## config.mk

```make
export PLATFORM = sky130hd
export DESIGN_NAME = palette_color_lookup_blend_core
export DESIGN_NICKNAME = d
export VERILOG_FILES = /design/src/design/pcl_pkg.sv /design/src/design/palette_color_lookup_blend_core.sv /design/src/design/pcl_front.sv /design/src/design/pcl_queue.sv /design/src/design/pcl_back.sv
export SDC_FILE = /design/constraint.sdc
export NUM_CORES = 2
export LEC_CHECK = 0
export BUFFER_PORTS_ARGS = -buffer_cell sky130_fd_sc_hd__clkbuf_2
export CAP_MARGIN = 40
export CELL_PAD_IN_SITES_DETAIL_PLACEMENT = 0
export CELL_PAD_IN_SITES_GLOBAL_PLACEMENT = 2
export CORE_ASPECT_RATIO = 0.9
export CORE_MARGIN = 3
export CORE_UTILIZATION = 47
export CTS_CLUSTER_DIAMETER = 30
export DETAILED_ROUTE_END_ITERATION = 10
export PLACE_DENSITY_LB_ADDON = 0.1
export SETUP_SLACK_MARGIN = 0.15
export SLEW_MARGIN = 20
export SYNTH_ARGS = -nofsm -noshare
export SYNTH_HDL_FRONTEND = slang
export SYNTH_HIERARCHICAL = 1
export SYNTH_SLANG_ARGS = --single-unit
```

## constraint.sdc

```tcl
create_clock -name clock -period 8.7 [get_ports clock]
set_input_delay 1.74 -clock clock [delete_from_list [all_inputs] [get_ports clock]]
set_output_delay 1.74 -clock clock [all_outputs]
set_load 0.005 [all_outputs]
```

## src/design/pcl_pkg.sv

```systemverilog
`timescale 1ns / 1ps
// ---------------------------------------------------------------------------
// pcl_pkg
// Shared types and constants of the palette color lookup and blend core.
// ---------------------------------------------------------------------------
package pcl_pkg;

   localparam logic       REQ_WRITE   = 1'b0;
   localparam logic       REQ_LOOKUP  = 1'b1;

   localparam logic [1:0] BLEND_NONE   = 2'd0;
   localparam logic [1:0] BLEND_WRAP   = 2'd1;
   localparam logic [1:0] BLEND_NOWRAP = 2'd2;

   localparam logic [7:0] SCALE_NUM   = 8'hF0;
   localparam logic [7:0] FULL_BRIGHT = 8'hFF;

   localparam int PAL_DEPTH = 16;
   localparam int SLOT_W    = 4;
   localparam int RGB_W     = 24;
   localparam int CH_W      = 8;
   localparam int FRAC_W    = 4;

   typedef logic [RGB_W-1:0]  rgb_type;
   typedef logic [SLOT_W-1:0] slot_type;
   typedef logic [CH_W-1:0]   chan_type;

   // One classified transaction as it travels from front to back.
   typedef struct packed {
      logic                is_lookup;
      slot_type            slot;
      rgb_type             rgb;
      logic [FRAC_W-1:0]   frac;
      logic                blend;
      logic [CH_W-1:0]     bright;
   } pcl_item_type;

endpackage

```

## src/design/palette_color_lookup_blend_core.sv

```systemverilog
`timescale 1ns / 1ps
// ---------------------------------------------------------------------------
// palette_color_lookup_blend_core
// 16-entry RGB palette with indexed lookup, linear blend and brightness.
//
//   channel  direction  handshake              payload
//   req      in         req_valid/req_ready    req_type, req_entry_slot,
//                                              req_entry_rgb, req_color_index,
//                                              req_blend_mode, req_brightness
//   rsp      out        rsp_valid/rsp_ready    rsp_pixel_rgb
//
// One transaction per cycle while no result is stalled; a lookup result
// passes through the queue, read, blend and brightness stages in turn.
// Write transactions update the palette and produce no result.
// The palette reads as zero after reset; reset is synchronous, active high.
// A stalled result holds the whole back pipeline; the front keeps taking
// transactions until the QUEUE_DEPTH entry queue fills.
// ---------------------------------------------------------------------------
module palette_color_lookup_blend_core #(
   parameter int QUEUE_DEPTH = 2
) (
   input  logic        clock,
   input  logic        reset,
   input  logic        req_valid,
   output logic        req_ready,
   input  logic        req_type,
   input  logic [3:0]  req_entry_slot,
   input  logic [23:0] req_entry_rgb,
   input  logic [15:0] req_color_index,
   input  logic [1:0]  req_blend_mode,
   input  logic [7:0]  req_brightness,
   output logic        rsp_valid,
   input  logic        rsp_ready,
   output logic [23:0] rsp_pixel_rgb
);

   pcl_pkg::pcl_item_type front_item;
   pcl_pkg::pcl_item_type head_item;
   logic                  head_valid;
   logic                  q_pop;

   pcl_front u_front (
      .req_type    (req_type),
      .entry_slot  (req_entry_slot),
      .entry_rgb   (req_entry_rgb),
      .color_index (req_color_index),
      .blend_mode  (req_blend_mode),
      .brightness  (req_brightness),
      .item        (front_item)
   );

   pcl_queue #(
      .DEPTH (QUEUE_DEPTH)
   ) u_queue (
      .clock      (clock),
      .reset      (reset),
      .push       (req_valid),
      .push_item  (front_item),
      .not_full   (req_ready),
      .pop        (q_pop),
      .head_item  (head_item),
      .head_valid (head_valid)
   );

   pcl_back u_back (
      .clock         (clock),
      .reset         (reset),
      .head_item     (head_item),
      .head_valid    (head_valid),
      .pop           (q_pop),
      .rsp_valid     (rsp_valid),
      .rsp_ready     (rsp_ready),
      .rsp_pixel_rgb (rsp_pixel_rgb)
   );

`ifndef SYNTHESIS
   a_reset_clears: assert property (@(posedge clock)
      reset |=> (!rsp_valid && req_ready))
      else $error("outputs not idle after reset");

   a_full_has_head: assert property (@(posedge clock) disable iff (reset)
      !req_ready |-> head_valid)
      else $error("queue full but empty head");

   a_pop_needs_head: assert property (@(posedge clock) disable iff (reset)
      q_pop |-> head_valid)
      else $error("pop from empty queue");

   a_stall_holds_queue: assert property (@(posedge clock) disable iff (reset)
      (rsp_valid && !rsp_ready) |-> !q_pop)
      else $error("queue popped while result stalled");
`endif

endmodule

```

## src/design/pcl_front.sv

```systemverilog
`timescale 1ns / 1ps
// ---------------------------------------------------------------------------
// pcl_front
// Classifies incoming transactions: applies no-wrap index compression,
// splits entry and fraction, and decides whether blending applies.
// ---------------------------------------------------------------------------
module pcl_front (
   input  logic                  req_type,
   input  logic [3:0]            entry_slot,
   input  logic [23:0]           entry_rgb,
   input  logic [15:0]           color_index,
   input  logic [1:0]            blend_mode,
   input  logic [7:0]            brightness,
   output pcl_pkg::pcl_item_type item
);

   logic [23:0] scaled_full;
   logic [7:0]  eff_index;

   assign scaled_full = color_index * pcl_pkg::SCALE_NUM;

   always_comb begin
      if (blend_mode == pcl_pkg::BLEND_NOWRAP) begin
         eff_index = scaled_full[15:8];
      end else begin
         eff_index = color_index[7:0];
      end
   end

   always_comb begin
      item.is_lookup = (req_type == pcl_pkg::REQ_LOOKUP);
      item.rgb       = entry_rgb;
      item.bright    = brightness;
      item.frac      = eff_index[3:0];
      item.blend     = (blend_mode != pcl_pkg::BLEND_NONE) && (eff_index[3:0] != 4'd0);
      if (req_type == pcl_pkg::REQ_LOOKUP) begin
         item.slot = eff_index[7:4];
      end else begin
         item.slot = entry_slot;
      end
   end

endmodule

```

## src/design/pcl_queue.sv

```systemverilog
`timescale 1ns / 1ps
// ---------------------------------------------------------------------------
// pcl_queue
// Small FIFO that decouples the front classifier from the back pipeline.
// ---------------------------------------------------------------------------
module pcl_queue #(
   parameter int DEPTH = 2
) (
   input  logic                  clock,
   input  logic                  reset,
   input  logic                  push,
   input  pcl_pkg::pcl_item_type push_item,
   output logic                  not_full,
   input  logic                  pop,
   output pcl_pkg::pcl_item_type head_item,
   output logic                  head_valid
);

   localparam int PTR_W = (DEPTH > 1) ? $clog2(DEPTH) : 1;
   localparam int CNT_W = $clog2(DEPTH + 1);
   localparam logic [PTR_W-1:0] LAST_PTR = PTR_W'(DEPTH - 1);

   pcl_pkg::pcl_item_type slots_ff [DEPTH];
   logic [PTR_W-1:0] wr_ptr_ff, wr_ptr_in;
   logic [PTR_W-1:0] rd_ptr_ff, rd_ptr_in;
   logic [CNT_W-1:0] count_ff, count_in;
   logic             do_push, do_pop;

   assign not_full   = (count_ff != CNT_W'(DEPTH));
   assign head_valid = (count_ff != '0);
   assign head_item  = slots_ff[rd_ptr_ff];
   assign do_push    = push && not_full;
   assign do_pop     = pop && head_valid;

   always_comb begin
      wr_ptr_in = wr_ptr_ff;
      rd_ptr_in = rd_ptr_ff;
      count_in  = count_ff;
      if (do_push) begin
         wr_ptr_in = (wr_ptr_ff == LAST_PTR) ? '0 : wr_ptr_ff + 1'b1;
      end
      if (do_pop) begin
         rd_ptr_in = (rd_ptr_ff == LAST_PTR) ? '0 : rd_ptr_ff + 1'b1;
      end
      if (do_push && !do_pop) begin
         count_in = count_ff + 1'b1;
      end else if (do_pop && !do_push) begin
         count_in = count_ff - 1'b1;
      end
   end

   always_ff @(posedge clock) begin
      if (reset) begin
         wr_ptr_ff <= '0;
         rd_ptr_ff <= '0;
         count_ff  <= '0;
      end else begin
         wr_ptr_ff <= wr_ptr_in;
         rd_ptr_ff <= rd_ptr_in;
         count_ff  <= count_in;
      end
   end

   always_ff @(posedge clock) begin
      if (do_push) begin
         slots_ff[wr_ptr_ff] <= push_item;
      end
   end

endmodule

```

## src/design/pcl_back.sv

```systemverilog
`timescale 1ns / 1ps
// ---------------------------------------------------------------------------
// pcl_back
// Palette memory plus a three-stage pipeline: entry read, blend,
// brightness scale into the result register.
// ---------------------------------------------------------------------------
module pcl_back (
   input  logic                  clock,
   input  logic                  reset,
   input  pcl_pkg::pcl_item_type head_item,
   input  logic                  head_valid,
   output logic                  pop,
   output logic                  rsp_valid,
   input  logic                  rsp_ready,
   output logic [23:0]           rsp_pixel_rgb
);

   // c0 + floor((c1 - c0) * frac / 16), same as the weighted sum >> 8
   function automatic pcl_pkg::chan_type blend_chan(
      input pcl_pkg::chan_type c0,
      input pcl_pkg::chan_type c1,
      input logic [3:0]        frac
   );
      logic signed [8:0]  diff;
      logic signed [13:0] prod;
      logic signed [9:0]  delta;
      logic signed [9:0]  sum;
      diff  = $signed({1'b0, c1}) - $signed({1'b0, c0});
      prod  = diff * $signed({1'b0, frac});
      delta = prod[13:4];
      sum   = $signed({2'b00, c0}) + delta;
      return sum[7:0];
   endfunction

   function automatic pcl_pkg::chan_type scale_chan(
      input pcl_pkg::chan_type c,
      input logic [7:0]        bright
   );
      logic [16:0] prod;
      prod = c * ({1'b0, bright} + 9'd1);
      return prod[15:8];
   endfunction

   pcl_pkg::rgb_type            pal_mem [pcl_pkg::PAL_DEPTH];
   logic [pcl_pkg::PAL_DEPTH-1:0] pal_vld_ff;

   logic                 advance;
   logic                 is_write;
   pcl_pkg::slot_type    next_slot;

   logic                 s1_valid_ff;
   pcl_pkg::rgb_type     s1_rd0_ff, s1_rd1_ff;
   logic                 s1_vld0_ff, s1_vld1_ff;
   logic [3:0]           s1_frac_ff;
   logic                 s1_blend_ff;
   logic [7:0]           s1_bright_ff;

   pcl_pkg::rgb_type     c0_rgb, c1_rgb, s2_rgb_in;

   logic                 s2_valid_ff;
   pcl_pkg::rgb_type     s2_rgb_ff;
   logic [7:0]           s2_bright_ff;

   pcl_pkg::rgb_type     out_rgb_in;
   logic                 out_valid_ff;
   pcl_pkg::rgb_type     out_rgb_ff;

   assign advance   = !out_valid_ff || rsp_ready;
   assign pop       = advance && head_valid;
   assign is_write  = !head_item.is_lookup;
   assign next_slot = head_item.slot + 1'b1;

   // palette memory
   always_ff @(posedge clock) begin
      if (pop && is_write) begin
         pal_mem[head_item.slot] <= head_item.rgb;
      end
      if (advance) begin
         s1_rd0_ff <= pal_mem[head_item.slot];
         s1_rd1_ff <= pal_mem[next_slot];
      end
   end

   always_ff @(posedge clock) begin
      if (reset) begin
         pal_vld_ff <= '0;
      end else if (pop && is_write) begin
         pal_vld_ff[head_item.slot] <= 1'b1;
      end
   end

   // stage 1: entry read
   always_ff @(posedge clock) begin
      if (reset) begin
         s1_valid_ff <= 1'b0;
      end else if (advance) begin
         s1_valid_ff <= pop && head_item.is_lookup;
      end
   end

   always_ff @(posedge clock) begin
      if (advance) begin
         s1_vld0_ff   <= pal_vld_ff[head_item.slot];
         s1_vld1_ff   <= pal_vld_ff[next_slot];
         s1_frac_ff   <= head_item.frac;
         s1_blend_ff  <= head_item.blend;
         s1_bright_ff <= head_item.bright;
      end
   end

   // stage 2: blend
   assign c0_rgb = s1_vld0_ff ? s1_rd0_ff : '0;
   assign c1_rgb = s1_vld1_ff ? s1_rd1_ff : '0;

   always_comb begin
      if (s1_blend_ff) begin
         s2_rgb_in = {blend_chan(c0_rgb[23:16], c1_rgb[23:16], s1_frac_ff),
                      blend_chan(c0_rgb[15:8],  c1_rgb[15:8],  s1_frac_ff),
                      blend_chan(c0_rgb[7:0],   c1_rgb[7:0],   s1_frac_ff)};
      end else begin
         s2_rgb_in = c0_rgb;
      end
   end

   always_ff @(posedge clock) begin
      if (reset) begin
         s2_valid_ff <= 1'b0;
      end else if (advance) begin
         s2_valid_ff <= s1_valid_ff;
      end
   end

   always_ff @(posedge clock) begin
      if (advance) begin
         s2_rgb_ff    <= s2_rgb_in;
         s2_bright_ff <= s1_bright_ff;
      end
   end

   // stage 3: brightness into result register
   always_comb begin
      if (s2_bright_ff == pcl_pkg::FULL_BRIGHT) begin
         out_rgb_in = s2_rgb_ff;
      end else begin
         out_rgb_in = {scale_chan(s2_rgb_ff[23:16], s2_bright_ff),
                       scale_chan(s2_rgb_ff[15:8],  s2_bright_ff),
                       scale_chan(s2_rgb_ff[7:0],   s2_bright_ff)};
      end
   end

   always_ff @(posedge clock) begin
      if (reset) begin
         out_valid_ff <= 1'b0;
      end else if (advance) begin
         out_valid_ff <= s2_valid_ff;
      end
   end

   always_ff @(posedge clock) begin
      if (advance) begin
         out_rgb_ff <= out_rgb_in;
      end
   end

   assign rsp_valid     = out_valid_ff;
   assign rsp_pixel_rgb = out_rgb_ff;

endmodule

```

==> results.json <==
{
  "synthCells": 2741,
  "worst_slew_pin_slew_ns": 0.8230,
  "syn_to_final_growth_pct": 14.99,
  "fmax_ghz": 0.1428,
  "dp_slack_ns": 1.636,
  "slew_viol_final": 0,
  "antenna_found_initial": 2,
  "rr_worst_depth": 27,
  "clkTransAtPathRegs_ns": 0.05,
  "postCtsResizedCells": 0,
  "cp-end-kind": "flop",
  "num_vias": 22610,
  "wl_met2_um": 44300,
  "final_common_cell": "edfxtp_1",
  "final_cell_mix": "edfxtp_1, inv_1, mux4_2, ha_1, nand2_1",
  "maxSlewHeadroom": 0.4486,
  "clk_path_buf_depth": 3,
  "wl_met1_um": 39560,
  "nNetsFinal": 3311,
  "overflow": 0,
  "met3_length_um": 4710,
  "h-tree-depth": 3,
  "critPathMaxFanout": 17,
  "leakage_nw": 17.47,
  "route.detailed.drc": 0,
  "synth_edf_count": 587,
  "rsz0062_at_grt": "false",
  "dp.final_hpwl_um": 61680,
  "crit_end": "u_back/s2_rgb_ff[23]",
  "tns_ns": 0,
  "synth-main-ff-cell": "edfxtp_1",
  "drtIter0Drc": 1510,
  "syn_nets": 3203,
  "synth_area_um2": 38280,
  "ys_warn_count": 6,
  "finalSetupViolCount": 0,
  "ys_seq_area_frac": 0.4730,
  "detail_route.wl_per_cell_um": 22.62,
  "synth_cell_type_count": 68,
  "track_usage": 0.2183,
  "finalHoldViolCount": 0,
  "hp-class": "flop to flop",
  "finalCritPeriodShare": 0.8050,
  "outcome": "finished, final reports clean",
  "irDropWorstVdd_mv": 0.3505,
  "yosys.area.top_type": "edfxtp_1",
  "finClkSkew_ns": 0.06405,
  "numCtsBuffers": 115,
  "grt_start_max_net_pins": 85,
  "viasPerCell": 5.656,
  "placementRows": 98,
  "drtAntennaViolNets": 0,
  "r2r_end": "u_back/s2_rgb_ff[23]",
  "dieArea_um2": 84920,
  "critPathRequiredTime_ns": 9.08,
  "path_class": "flop to flop",
  "synth_seq_cells": 611,
  "cp-startpoint": "u_back/s1_vld0_ff",
  "start_util": 0.4781,
  "setup_ws_ns": 1.697,
  "core_area_um2": 80070,
  "powerDensity_nw_per_um2": 363.6,
  "highest_layer": "met5",
  "clk-insertion-delay-late_ns": 0.69,
  "r2r-start": "u_back/s1_vld0_ff",
  "die_w_um": 306.8,
  "rrSetupSlack_ns": 1.70,
  "drt-total-wl_um": 90440,
  "dr.pass1.iters": 5,
  "cp.arrival_ns": 7.38,
  "port_buffers": 80,
  "place_congestion": 0.7950,
  "hold_buffers": 0,
  "first_global_vias": 23830,
  "grt_pass1_wl_um": 142100,
  "synthArstFlopShare": 0,
  "synth.area.top_cells": "edfxtp_1, mux4_2, fa_1",
  "syn_avg_cell_area_um2": 13.97,
  "nFillCells": 6512,
  "min_path_cells": 0,
  "netlist.area_leader.share": 0.4604,
  "io_pins": 85,
  "finalCriticalPeriod_ns": 7.003,
  "cts.sinks": 611,
  "cap_violations": 0,
  "die_y_um": 276.8,
  "cts_setup_buffers": 0,
  "critPathLaunchType": "flop",
  "p_total_w": 0.01601,
  "cts_tree": "done",
  "final_layout_size_suffix_gt1_frac": 0.2236,
  "ctsRootBufferMaster": "clkbuf_16"
}
-- stage by stage --
step                utilization  hold WS (ns)  area (µm²)  cells
detailed placement       0.4995        0.4081       40000   3779
global route             0.5498        0.4292       44020   3997
CTS                      0.5491        0.4211       43960   3994
finish                   0.5498        0.4132       44020   3998
global placement         0.4965        0.4077       39750   3765
floorplan                     -        0.4003       38280   2741
-- worst min-delay path by stage --
| stage | start | end | slack [ns] |
|---|---|---|---|
| floorplan | u_back/s1_bright_ff[0] | u_back/s2_bright_ff[0] | 0.40 |
| global placement | u_back/s1_bright_ff[1] | u_back/s2_bright_ff[1] | 0.41 |
| detailed placement | u_back/s1_bright_ff[0] | u_back/s2_bright_ff[0] | 0.41 |
| CTS | u_back/s1_bright_ff[0] | u_back/s2_bright_ff[0] | 0.42 |
| global route | u_back/s1_bright_ff[6] | u_back/s2_bright_ff[6] | 0.43 |
| finish | u_back/s1_bright_ff[0] | u_back/s2_bright_ff[0] | 0.41 |
-- layout make-up --
| class | count | area [µm²] | share of cell area |
|---|---|---|---|
| clock buffers | 125 | 2915 | 0.06622 |
| well taps | 1050 | 1314 | 0.02984 |
| diodes | 1 | 2.502 | 0.00005684 |
| inverters | 315 | 1182 | 0.02686 |
| repair buffers | 140 | 1035 | 0.02350 |
| flip-flops and latches | 611 | 18110 | 0.4113 |
| clock inverters | 90 | 1051 | 0.02387 |
| multi-input cells | 1666 | 18420 | 0.4183 |
-- logic make-up after synthesis --
family                   after synthesis  share of synthesized area
buffers and inverters                464                    0.04990
XOR/XNOR                             105                    0.02510
flip-flops                           611                     0.4730
AND/OR/NAND/NOR                      627                    0.08321
AO/OA/AOI/OAI                        234                    0.03961
adder cells (fa/ha/maj)              403                     0.1684
multiplexers                         297                     0.1608
-- layer usage --
metal / global-route usage / vias up
li1: - / 10170
met1: 0.3035 / 11720
met2: 0.3581 / 603
met3: 0.03885 / 128
met4: 0.05548 / 2
met5: 0 / -
-- synth_stat cells (34+ instances only) --
master      n
nor2_1     93
fa_1      187
o21ai_0    56
inv_1     315
a21o_1     35
buf_4      35
nor2b_1    34
ha_1      216
a21oi_1    60
xnor2_1    70
and2_1    174
edfxtp_1  587
clkbuf_1   65
nand2_1   203
mux4_2    250
mux2_2     45
-- state kept, by name, summed over array words and instances (netlist names), 2 cells and up, named ones only --
signal                cells
u_back/pal_vld_ff        16
u_back/s1_rd0_ff         24
u_queue/count_ff          2
u_back/s2_rgb_ff         24
u_back/s2_bright_ff       8
u_back/s1_bright_ff       8
u_back/s1_rd1_ff         24
u_back/rsp_pixel_rgb     24
u_back/pal_mem          384
u_back/s1_frac_ff         4
u_queue/slots_ff         84
-- critical path, stage by stage (launching register included) --
cell and delay (ns):
edfxtp_1 0.72, and2_1 0.35, ha_1 0.20, inv_1 0.06, fa_1 0.45, a21oi_1 0.26
inv_1 0.08, a21oi_1 0.20, xnor2_1 0.26, and2_1 0.19, ha_1 0.24, fa_1 0.48
inv_1 0.05, fa_1 0.47, inv_1 0.04, ha_1 0.18, or3_1 0.37, a211o_1 0.27
nor2b_1 0.16, xor2_1 0.15, ha_1 0.38, nand3_1 0.11, o211ai_1 0.13, o41ai_1 0.37
xnor2_1 0.18, xnor3_1 0.23, nand2_1 0.09, xor2_1 0.06
-- power by group --
part	internal (W)	switching (W)	total, W	leakage [nW]
combinational	0.00329	0.00404	0.00733	9.83
clock	0.00288	0.00154	0.00442	1.88
sequential	0.00401	0.000249	0.00426	5.76
(Power assumes the default switching activity.)
